$ cat src/rtl/b2d_pkg.sv
// Types and constants shared by the decimal formatter modules.
`timescale 1ns / 1ps
package b2d_pkg;
	localparam int BIN_W = 128;
	localparam int NDIG = 39;
	localparam int BCD_W = NDIG * 4;
	localparam int BLEN_W = 6;
	localparam int IDX_W = $clog2(NDIG);
	localparam int STAGES = 16;
	localparam int STEPS = BIN_W / STAGES;
	localparam logic [5:0] ASCII_ZERO = 6'd48;
	localparam logic [5:0] CHAR_NUL = 6'd0;

	typedef struct packed {
		logic [BCD_W-1:0] bcd;
		logic [BIN_W-1:0] bin;
		logic [BLEN_W-1:0] blen;
	} b2d_item_t;
endpackage

$ cat src/rtl/b2d_dabble_stage.sv
// One pipeline stage of the double-dabble converter: a fixed number of shift steps.
`timescale 1ns / 1ps
module b2d_dabble_stage
	import b2d_pkg::*;
(
	input  logic      clk,
	input  logic      arst_n,
	input  logic      in_valid,
	output logic      in_ready,
	input  b2d_item_t in_item,
	output logic      out_valid,
	input  logic      out_ready,
	output b2d_item_t out_item
);
	logic      valid_s1;
	b2d_item_t item_s1;
	b2d_item_t next_item;

	// Run the shift steps: add three to digits of five or more, then shift in one bit.
	always_comb begin
		next_item = in_item;
		for (int k = 0; k < STEPS; k++) begin
			for (int d = 0; d < NDIG; d++) begin
				if (next_item.bcd[d*4 +: 4] >= 4'd5)
					next_item.bcd[d*4 +: 4] = next_item.bcd[d*4 +: 4] + 4'd3;
			end
			next_item.bcd = {next_item.bcd[BCD_W-2:0], next_item.bin[BIN_W-1]};
			next_item.bin = {next_item.bin[BIN_W-2:0], 1'b0};
		end
	end

	assign in_ready = !valid_s1 || out_ready;

	// Advance the stage whenever it is empty or its content moves on.
	always_ff @(posedge clk or negedge arst_n) begin
		if (!arst_n) begin
			valid_s1 <= 1'b0;
		end else if (in_ready) begin
			valid_s1 <= in_valid;
		end
	end

	always_ff @(posedge clk) begin
		if (in_ready && in_valid) begin
			item_s1 <= next_item;
		end
	end

	assign out_valid = valid_s1;
	assign out_item = item_s1;
endmodule

$ cat config.mk
export PLATFORM = sky130hd
export DESIGN_NAME = b2d_dabble_stage
export DESIGN_NICKNAME = d
export VERILOG_FILES = /design/src/rtl/b2d_pkg.sv /design/src/rtl/b2d_dabble_stage.sv
export SDC_FILE = /design/constraint.sdc
export NUM_CORES = 2
export LEC_CHECK = 0
export BUFFER_PORTS_ARGS = -buffer_cell sky130_fd_sc_hd__buf_4
export CAP_MARGIN = 0
export CORE_MARGIN = 4
export CORE_UTILIZATION = 66
export CTS_CLUSTER_SIZE = 28
export DETAILED_ROUTE_END_ITERATION = 12
export PLACE_DENSITY_LB_ADDON = 0.05
export SLEW_MARGIN = 15
export SYNTH_ARGS = -nofsm -noshare
export SYNTH_HDL_FRONTEND = slang
export SYNTH_SLANG_ARGS = --single-unit
$ cat constraint.sdc
create_clock -name clk -period 15.36 [get_ports clk]
set_clock_uncertainty 0.05 [all_clocks]
set_input_delay 4.608 -clock clk [delete_from_list [all_inputs] [get_ports clk]]
set_output_delay 4.608 -clock clk [all_outputs]
set_load 0.05 [all_outputs]
==> flow_summary.json <==
{
  "end_kind": "register",
  "vias": 51800,
  "worstSkewPairLatency_ns": 0.58,
  "grt_max_degree": 85,
  "rows": 99,
  "synth_warnings": 0,
  "required_ns": 15.63,
  "grt-ovfl-total": 0,
  "synth_ff_type": "edfxtp_1",
  "cts_sinks": 283,
  "port_buffers": 577,
  "cts_resized": 0,
  "clk_pin_slew_worst_paths_ns": 0.06,
  "post-cts-setup-buffers": 0,
  "post_drt_via_cell_ratio": 6.63,
  "drt_iter0_drc": 4008,
  "r2r_start": "out_valid",
  "rr_worst_depth": 3,
  "max_slew.worst_pin.slew_ns": 1.12,
  "hold_viol": 0,
  "min_path_cells": 2,
  "maxSlewViolCount": 0,
  "holdWs_ns": 0.618,
  "start_util_pct": 66.8,
  "grt_usage_pct": 32.0,
  "areaGrowthSynthToFinish_pct": 12.5,
  "core_area_mm2": 0.0732,
  "critPathSlowestCell": "a2bb2oi_1",
  "hold_path.class": "reg2reg",
  "avgSynthCellArea_um2": 7.68,
  "cap_violations": 0,
  "synth_seq_cells": 283,
  "finalSetupViolations": 0,
  "critPathLaunchType": "input port",
  "dr.pass1.iters": 5,
  "clk_path_buf_depth": 3,
  "crit_cells": 37,
  "grt_pass1_vias": 45800,
  "cp.arrival_ns": 12.23,
  "synth_edf_count": 282,
  "cp-startpoint": "in_item[175]",
  "drive_gt1_share_pct": 17.8,
  "fin_nets": 7333,
  "layout_common_cells": "buf_4 (596), nand2_1 (522), nor2_1 (514)",
  "crit_end": "out_item[180]",
  "clk_root_buffer_cell": "clkbuf_16",
  "numCtsBuffers": 38,
  "grt_pass1_wl_mm": 220,
  "wl_mm": 136,
  "path_max_fanout": 13,
  "cpLargestDelayFamily": "compound AO/OA/AOI/OAI gates",
  "worst-setup-path-type": "in2reg",
  "cts_hold_buf": 0,
  "hpwlAfterDp_mm": 105,
  "fin_crit_ns": 11.95,
  "period_share_pct": 77.8,
  "die-area_mm2": 0.0785,
  "grt_setup_unrepaired": "no",
  "min_from": "out_valid",
  "cp_common_cell": "ha_1",
  "postSynthCellCount": 6366,
  "crit_buf_inv": 6,
  "synth.distinct_cells": 157,
  "r2r-end": "out_item[261]",
  "detail-route-antenna-nets": 0,
  "fin_tns_setup_ns": 0,
  "relSlewSlack_pct": 25.2,
  "gp_congestion": 0.959,
  "netlist_area_mm2": 0.0489,
  "drc": 0,
  "async_reset_ff_share_pct": 0.353,
  "cts_max_level": 2,
  "n_fill_cell": 5713,
  "antenna_found_initial": 19,
  "die_y_um": 280,
  "fp.dieW_um": 280,
  "rrSetupSlack_ns": 12.41,
  "wl_per_cell_um": 17.4,
  "cts_tree": "done",
  "fmax_mhz": 83.7,
  "final_common_cell": "buf_4",
  "status": "finished clean",
  "io_pins": 586,
  "yosysSeqAreaShare_pct": 17.4,
  "slowest_delay_ns": 0.73
}
[stage by stage]
stage	util [%]	worst slack (ns)	cells	instance area, um^2
after floorplan	-	3.11	6373	48900
after global placement	73.4	3.37	7723	53700
after detailed placement	73.4	3.10	7723	53700
after CTS	75.1	3.59	7790	55000
after global routing	75.1	2.68	7803	55000
final	75.2	3.41	7809	55000
[final cells by class]
class / count / area [um^2] / share of cell area (%)
Antenna cell: 18 / 45.0 / 0.0819
Clock buffer: 43 / 970 / 1.76
Clock inverter: 24 / 290 / 0.528
Inverter: 342 / 1280 / 2.33
Multi-Input combinational cell: 5543 / 38300 / 69.5
Sequential cell: 283 / 8490 / 15.4
Tap cell: 959 / 1200 / 2.18
Timing Repair Buffer: 597 / 4480 / 8.14
[synth_stat cells (all sizes together) (85+ instances only)]
| cell type | count | area share (%) |
|---|---|---|
| a21oi | 527 | 5.9 |
| nand2 | 524 | 4.0 |
| nor2 | 521 | 4.1 |
| o21ai | 471 | 4.9 |
| inv | 340 | 2.6 |
| edfxtp | 282 | 17 |
| nor3 | 247 | 2.6 |
| ha | 234 | 6.0 |
| mux2i | 203 | 4.2 |
| nand3 | 201 | 2.1 |
| xnor2 | 176 | 3.8 |
| clkbuf | 135 | 1.0 |
| o211ai | 132 | 2.1 |
| a211oi | 131 | 2.2 |
| a31oi | 129 | 1.7 |
| mux2 | 124 | 2.9 |
| and2 | 118 | 1.5 |
| nand2b | 116 | 1.5 |
| o21a | 96 | 1.5 |
| or2 | 86 | 1.1 |
| a21o | 85 | 1.3 |
[metal layers]
layer	global-route usage, %	share of wire [%]
met1	40.1	41
met2	55.9	48
met3	5.59	7.1
met4	10.6	3.1
met5	0	0.031
[sequential cells by signal (all words and copies together), names as in the netlist]
name,flops
out_item,282
out_valid,1
[worst register-to-register path: cells and delay by family (launching register included)]
family / cells / cell delay, ns
buffers and inverters: 1 / 0.89
flip-flops: 1 / 0.43
AND/OR/NAND/NOR: 2 / 1.06
[cells by family after synthesis]
family | count (synthesis) | synth area share (%)
xor+xnor | 239 | 5.07
buf+inv | 547 | 4.48
mux | 327 | 7.09
compound gates | 2487 | 36.6
simple gates | 2203 | 22.4
other cells | 1 | 0.00767
fa+ha+maj | 279 | 6.91
flops | 283 | 17.4
[how the worst min path moves through the flow]
stage / slack, ns / end
finish: 0.62 / out_valid
global route: 0.67 / out_valid
floorplan: 1.13 / out_valid
detailed placement: 0.59 / out_valid
CTS: 0.61 / out_valid
global placement: 0.56 / out_valid
Power is not shown: default switching activity piles up to over one toggle a cycle in this logic, so the estimate is an artifact.
