--- src/rtl/b2d_pkg.sv ---
// Types and constants shared by the decimal formatter modules.
`timescale 1ns / 1ps
package b2d_pkg;
	localparam int BIN_W = 128;
	localparam int NDIG = 39;
	localparam int BCD_W = NDIG * 4;
	localparam int BLEN_W = 6;
	localparam int IDX_W = $clog2(NDIG);
	localparam int STAGES = 16;
	localparam int STEPS = BIN_W / STAGES;
	localparam logic [5:0] ASCII_ZERO = 6'd48;
	localparam logic [5:0] CHAR_NUL = 6'd0;

	typedef struct packed {
		logic [BCD_W-1:0] bcd;
		logic [BIN_W-1:0] bin;
		logic [BLEN_W-1:0] blen;
	} b2d_item_t;
endpackage

--- src/rtl/b2d_emitter.sv ---
// Serializer that turns a packed BCD value into ASCII characters and a terminator.
`timescale 1ns / 1ps
module b2d_emitter
	import b2d_pkg::*;
(
	input  logic      clk,
	input  logic      arst_n,
	input  logic      in_valid,
	output logic      in_ready,
	input  b2d_item_t in_item,
	output logic      out_valid,
	input  logic      out_ready,
	output logic [5:0] out_char,
	output logic      out_last
);
	logic              busy_q;
	logic [BCD_W-1:0]  bcd_q;
	logic [IDX_W-1:0]  idx_q;
	logic [BLEN_W-1:0] left_q;
	logic              ov_q;
	logic [5:0]        oc_q;
	logic              ol_q;
	logic [BLEN_W-1:0] cnt;
	logic [BLEN_W-1:0] keep;
	logic              advance;

	// Count digits up to the leading nonzero one; zero counts as one digit.
	always_comb begin
		cnt = BLEN_W'(1);
		for (int d = 0; d < NDIG; d++) begin
			if (in_item.bcd[d*4 +: 4] != 4'd0)
				cnt = BLEN_W'(d + 1);
		end
		if (in_item.blen == '0)
			keep = '0;
		else if (cnt >= in_item.blen)
			keep = in_item.blen - BLEN_W'(1);
		else
			keep = cnt;
	end

	assign in_ready = !busy_q;
	assign advance = !ov_q || out_ready;

	// Load a transaction, then emit one character per free output slot.
	always_ff @(posedge clk or negedge arst_n) begin
		if (!arst_n) begin
			busy_q <= 1'b0;
			ov_q <= 1'b0;
		end else begin
			if (!busy_q) begin
				if (in_valid)
					busy_q <= 1'b1;
				if (advance)
					ov_q <= 1'b0;
			end else if (advance) begin
				ov_q <= 1'b1;
				if (left_q == '0)
					busy_q <= 1'b0;
			end
		end
	end

	always_ff @(posedge clk) begin
		if (!busy_q && in_valid) begin
			bcd_q <= in_item.bcd;
			idx_q <= IDX_W'(cnt - BLEN_W'(1));
			left_q <= keep;
		end else if (busy_q && advance) begin
			if (left_q != '0) begin
				oc_q <= ASCII_ZERO + {2'b00, bcd_q[idx_q*4 +: 4]};
				ol_q <= 1'b0;
				idx_q <= idx_q - IDX_W'(1);
				left_q <= left_q - BLEN_W'(1);
			end else begin
				oc_q <= CHAR_NUL;
				ol_q <= 1'b1;
			end
		end
	end

	assign out_valid = ov_q;
	assign out_char = oc_q;
	assign out_last = ol_q;
endmodule

--- config.mk ---
export PLATFORM = sky130hd
export DESIGN_NAME = b2d_emitter
export DESIGN_NICKNAME = d
export VERILOG_FILES = /design/src/rtl/b2d_pkg.sv /design/src/rtl/b2d_emitter.sv
export SDC_FILE = /design/constraint.sdc
export NUM_CORES = 1
export LEC_CHECK = 0
export CORE_MARGIN = 1
export CORE_UTILIZATION = 40
export DETAILED_ROUTE_END_ITERATION = 12
export DONT_BUFFER_PORTS = 1
export MAX_ROUTING_LAYER = met4
export REMOVE_ABC_BUFFERS = 1
export SYNTH_ARGS = -nofsm -noshare
export SYNTH_HDL_FRONTEND = slang
export SYNTH_SLANG_ARGS = --single-unit
--- constraint.sdc ---
create_clock -name clk -period 3.6 [get_ports clk]
set_input_delay 0.54 -clock clk [delete_from_list [all_inputs] [get_ports clk]]
set_output_delay 0.54 -clock clk [all_outputs]
set_load 0.02 [all_outputs]
==> impl_metrics.toml, run 1 <==
[outcome]
status = "finished, final reports clean"

[logic_synthesis]
yosys.area.top_type = "edfxtp_1"
avgSynthCellArea_um2 = 16.8
synth_top_cells_by_area = "edfxtp_1 (65%), mux4_2 (12%), nor4_1 (2.3%)"
synth_simple_gate_area_frac = 0.102
synth_top_family_by_area = "multiplexers"
ys_warn_count = 0
ys.flop_type = "edfxtp_1"
syn_inst = 481
synth-compound-area-share = 0.0599
synth_top_area_share = 0.648
synth.area.mux_share = 0.139
synth_seq_area_share = 0.654
synth-seq-cells = 176
synthesis.area_um2 = 8070
synth-xor-area-share = 0.0130
async_reset_ff_frac = 0.0114
synth_fa_ha_area_frac = 0.0155
synth_common_cells = "edfxtp_1 (174), mux4_2 (44), nor4_1 (30), nand2_1 (24), o21ai_0 (14)"
synth_cell_type_count = 58
synth_edf_count = 174
synth_most_common_cell = "edfxtp_1"

[worst_setup_path]
endpoint_kind = "flop"
crit_path_cell_trace = "or4_4, nor4b_1, buf_4, o2111ai_1, a21oi_1, o21ai_0, ha_1, a21o_1, a21oi_1, o21ai_2, mux2i_1, o22ai_1"
cpPeakStageDelay_ps = 550
reg2reg_to = "out_char[1]$_SDFFCE_PP0P_"
crit_type = "in2reg"
crit_top_cell = "a21oi_1"
worstSetupStartpointType = "input port"
r2r_slack_ps = 890
endpoint = "left_q[2]$_DFFE_PP_"
reg2reg_depth = 6
path_max_fanout = 8
crit_buf_inv = 1
crit_slowest_cell = "or4_4"
worstSetupPathDepth = 12
required_ps = 3750
crit_family = "compound AO/OA/AOI/OAI gates"
startpoint = "in_item[151]"
arrival_ps = 3490
r2r_start = "idx_q[0]$_DFFE_PP_"

[clocking]
htreeDepth = 4
clk_pin_slew_ps = 70
worstSkewPairLatency_ps = 430
cts-root-buf = "clkbuf_16"
cts.sinks = 176
cts_tree = "yes"
clockBufferDepth = 2
numCtsBuffers = 17

[grt]
gr-usage-all-layers = 0.205
grt_max_degree = 60
grt_pass1_wl_mm = 29.1
grt_antenna_before_repair = 0
grt_overflow = 0
grt_pass1_vias = 5038

[drt]
drt_iter0_markers = 292
drc_errors = 0
via_per_inst = 5.71
dr.pass1.iters = 4
drt_wl_total_mm = 19.7
drt.antenna.violating_nets = 0
wl_per_cell_um = 23.9
vias = 4709

[timing]
period_share = 0.928
skew_ps = 7.24
period_needed_ps = 3340
hold_violations = 0
slew_headroom = 0.414
fmax_mhz = 299
slew_violations = 0
rsz0062_at_grt = "no"
worst_slew_pin_slew_ps = 879
fin_setup_tns_ps = 0
setup_violations = 0

[floorplan]
die_h_um = 144
io_pins = 303
die_area_um2 = 20700
coreArea_um2 = 19600
die-width_um = 144
rows = 51
initial_core_util = 0.412

[finish]
filler_cell_count = 1696
area_growth_pct = 16.3
final_area_um2 = 9380
drive_gt1_frac = 0.286
diodes = 0
nets = 851

[pwr]
leakage_nw = 3.03
power_per_cell_area_nw_per_um2 = 534
ir_drop_mv = 0.277

[placement]
io_buffers = 0
place_area_um2 = 8780
hpwl_mm = 15.4
place_congestion = 0.861

[run]
drv_cap = 0

[hold_path]
hold_path_class = "in2reg"
sequential cells by signal, indices dropped and copies added, names as in the netlist:
signal	flops
bcd_q	156
idx_q	6
left_q	6
out_char	5
busy_q	1
out_last	1
out_valid	1
logic make-up after synthesis:
group,after synthesis
compound gates,68
fa+ha+maj,10
mux,57
simple gates,129
xor+xnor,12
flops,176
buf+inv,29
what timing repair did:
action,in CTS,in global routing
hold buffers,1,0
setup endpoints to repair,0,4
buffers inserted,0,0
gates resized for setup,0,1
endpoints found under the hold margin,2,0
per-layer routing:
layer	track usage	share of wire	up-vias
li1	-	-	2161
met1	0.244	0.39	2325
met2	0.324	0.48	203
met3	0.0745	0.11	20
met4	0.0649	0.017	0
met5	-	0	-
per-stage QoR:
| step | hold slack [ps] | std cells | worst slack [ps] | utilization | power [mW] |
|---|---|---|---|---|---|
| 2_1_floorplan | 244 | 465 | -1960 | - | 3.00 |
| 3_3_place_gp | 244 | 792 | -331 | 0.448 | 3.22 |
| 3_5_place_dp | 244 | 792 | -349 | 0.448 | 3.23 |
| 4_1_cts | 184 | 825 | 65.5 | 0.479 | 5.05 |
| 5_1_grt | 180 | 825 | 79.3 | 0.479 | 5.18 |
| 6_report | 198 | 825 | 259 | 0.479 | 5.01 |
cell usage in the layout, fill, tap and decap left out, drive strengths merged, types with 7 or more instances in the layout:
cell type and instances:
a21oi 13, buf 62, clkbuf 18, edfxtp 174, ha 10, inv 18, mux2i 13, mux4 44
nand2 25, nand3 10, nand4 11, nor2 11, nor4 39, o211ai 8, o21ai 16, or4 12
xnor2 7
power by group:
part | total (mW) | internal [mW] | leakage, nW | switching, mW
Combinational | 0.713 | 0.358 | 1.16 | 0.355
Sequential | 2.47 | 2.37 | 1.60 | 0.102
Clock | 1.83 | 1.03 | 0.280 | 0.796
worst min path at each step:
| stage | startpoint | to | cells after the start |
|---|---|---|---|
| 2_1_floorplan | arst_n | busy_q$_DFF_PN0_ | 0 |
| 3_3_place_gp | arst_n | out_valid$_DFFE_PN0N_ | 0 |
| 3_5_place_dp | arst_n | out_valid$_DFFE_PN0N_ | 0 |
| 4_1_cts | in_item[252] | bcd_q[118]$_DFFE_PP_ | 0 |
| 5_1_grt | in_item[260] | bcd_q[126]$_DFFE_PP_ | 0 |
| 6_report | in_item[252] | bcd_q[118]$_DFFE_PP_ | 0 |
layout make-up:
class                           count  area, um2  area share
Clock inverter                     14        154      0.0164
Tap cell                          265        332      0.0353
Multi-Input combinational cell    276       2660       0.284
Inverter                           13       53.8     0.00574
Sequential cell                   176       5280       0.562
Clock buffer                       18        429      0.0458
Timing Repair Buffer               63        475      0.0507
Note: power is estimated with default switching activity, not from simulation.
==> run 2: changes to the inputs <==
Settings changed: CORE_UTILIZATION 40 to 25, CTS_BUF_LIST from default to sky130_fd_sc_hd__clkbuf_2.
==> run 2 against run 1 <==
Worst setup slack better by 240 ps. Non-clock buffer count up 156. Critical endpoint unchanged. Routed wire length increased by 26%. Largest power group unchanged. Die area grew 59%. Via count up 15%. Critical path depth rose by 2. Worst hold slack lost 43 ps.
==> impl_metrics.toml, run 2 (same netlist as run 1, synthesis figures left out) <==
[pwr]
leakage_nw = 3.55
ir_drop_mv = 0.243
p_seq_frac = 0.560
p_int_mw = 3.11
sw_frac_of_total = 0.293
power_per_cell_area_nw_per_um2 = 408
totalPowerFinal_mw = 4.40
p_sw_mw = 1.29
combPwrFrac = 0.200
pwr-share-clk = 0.240

[grt]
grt_pass1_wl_mm = 36.6
grt_overflow = 0
gr-usage-all-layers = 0.159
grt_pass1_vias = 5853
grt_antenna_before_repair = 1
grt_max_degree = 81

[floorplan]
die-width_um = 182
io_pins = 303
die_area_um2 = 33000
coreArea_um2 = 31600
die_h_um = 182
rows = 65
initial_core_util = 0.255

[timing]
setup_violations = 0
hold_slack_ps = 155
fin_setup_tns_ps = 0
slew_violations = 0
period_needed_ps = 3100
skew_ps = 53.0
slew_headroom = 0.310
setup_ws_ps = 498
hold_violations = 0
period_share = 0.862
worst_slew_pin_slew_ps = 1030
rsz0062_at_grt = "no"
fmax_mhz = 322

[clocking]
cts-root-buf = "clkbuf_2"
clk_pin_slew_ps = 240
worstSkewPairLatency_ps = 810
numCtsBuffers = 17
clockBufferDepth = 2
cts.sinks = 176
ctsResizeCount = 0
htreeDepth = 4
cts_tree = "yes"

[finish]
final_cell_mix = "edfxtp_1 (174), dlygate4sd3_1 (161), buf_4 (57)"
final_common_cell = "edfxtp_1"
final_area_um2 = 10800
regMostFlops = "bcd_q"
final_cells = 1119
area_growth_pct = 33.7
filler_cell_count = 3050
nets = 1007
drive_gt1_frac = 0.218
final_util = 0.341
largest_reg_flops = 156
largest_registers = "bcd_q (156), idx_q (6), left_q (6)"

[drt]
drt_wl_total_mm = 24.9
vias = 5401
via_per_inst = 4.83
drt_iter0_markers = 391
wl_per_cell_um = 22.2
drt.antenna.violating_nets = 0
dr.pass1.iters = 5
drc_errors = 0

[run]
drv_cap = 0

[worst_setup_path]
crit_type = "in2reg"
endpoint_kind = "flop"
arrival_ps = 3670
worstSetupStartpointType = "input port"
path_max_fanout = 8
required_ps = 4170

[placement]
place_area_um2 = 8940
hpwl_mm = 17.2
dp_cells = 925
io_buffers = 0
pre_cts_slack_ps = -435
place_congestion = 0.803

[outcome]
status = "finished, final reports clean"

[hold_path]
hold_path_class = "in2reg"
run 2: changes by cell type in the layout (fill, tap and decap cells not counted), moves of 2 or more:
| cell | change |
|---|---|
| buf_4 | -5 |
| clkinvlp_4 | -2 |
| inv_8 | +3 |
| clkinv_4 | -3 |
| clkbuf_2 | +17 |
| dlygate4sd3_1 | +160 |
| clkbuf_16 | -17 |
| clkinv_2 | +3 |
run 2: final timing paths:
check,start,to,slack (ps),cells past startpoint
setup / recovery,in_item[183],left_q[2]$_DFFE_PP_,500,14
hold / removal,in_item[5],left_q[5]$_DFFE_PP_,160,3
setup reg to reg,idx_q[1]$_DFFE_PP_,out_char[1]$_SDFFCE_PP0P_,1040,6
hold reg to reg,busy_q$_DFF_PN0_,busy_q$_DFF_PN0_,580,2
max in group asynchronous,arst_n,busy_q$_DFF_PN0_,3030,2
min in group asynchronous,arst_n,out_valid$_DFFE_PN0N_,450,2
run 2: final cells by class:
type | count | area [um2] | area share
clock buffer | 17 | 85.1 | 0.00789
sequential | 176 | 5280 | 0.489
antenna | 1 | 2.50 | 0.000232
tap | 402 | 503 | 0.0466
inverter | 13 | 53.8 | 0.00499
clock inverter | 15 | 148 | 0.0137
multi-input combinational | 276 | 2660 | 0.246
timing repair buffer | 219 | 2060 | 0.191
run 2: power by group through the flow:
stage / Clock, mW / Sequential [mW] / Combinational, mW
global placement: 0 / 2.51 / 0.732
detailed placement: 0 / 2.52 / 0.737
floorplan: 0 / 2.55 / 0.457
CTS: 1.10 / 2.47 / 0.894
finish: 1.06 / 2.47 / 0.880
global route: 1.17 / 2.48 / 0.941
run 2: repair_timing:
item / 4_1_cts / 5_1_grt
buffers inserted: 0 / 0
hold endpoints to repair: 161 / 0
hold buffers: 161 / 0
run 2: layer usage:
layer | part of all wire | global-route usage | up-vias | wire length, um
met4 | 0.019 | 0.0519 | 0 | 463
li1 | - | - | 2469 | -
met3 | 0.062 | 0.0361 | 22 | 1540
met2 | 0.50 | 0.261 | 197 | 12500
met5 | 0 | - | - | 0
met1 | 0.42 | 0.194 | 2713 | 10400
run 2: critical path, cell delays in order:
cell and delay (ps):
nor4_1 560, buf_4 230, and2_1 160, o211ai_1 140, a221o_1 380, a21oi_1 210
or2_2 140, ha_1 130, a21o_1 80, a21o_1 110, a21oi_1 60, o21ai_1 560
mux2i_1 280, o22ai_1 90
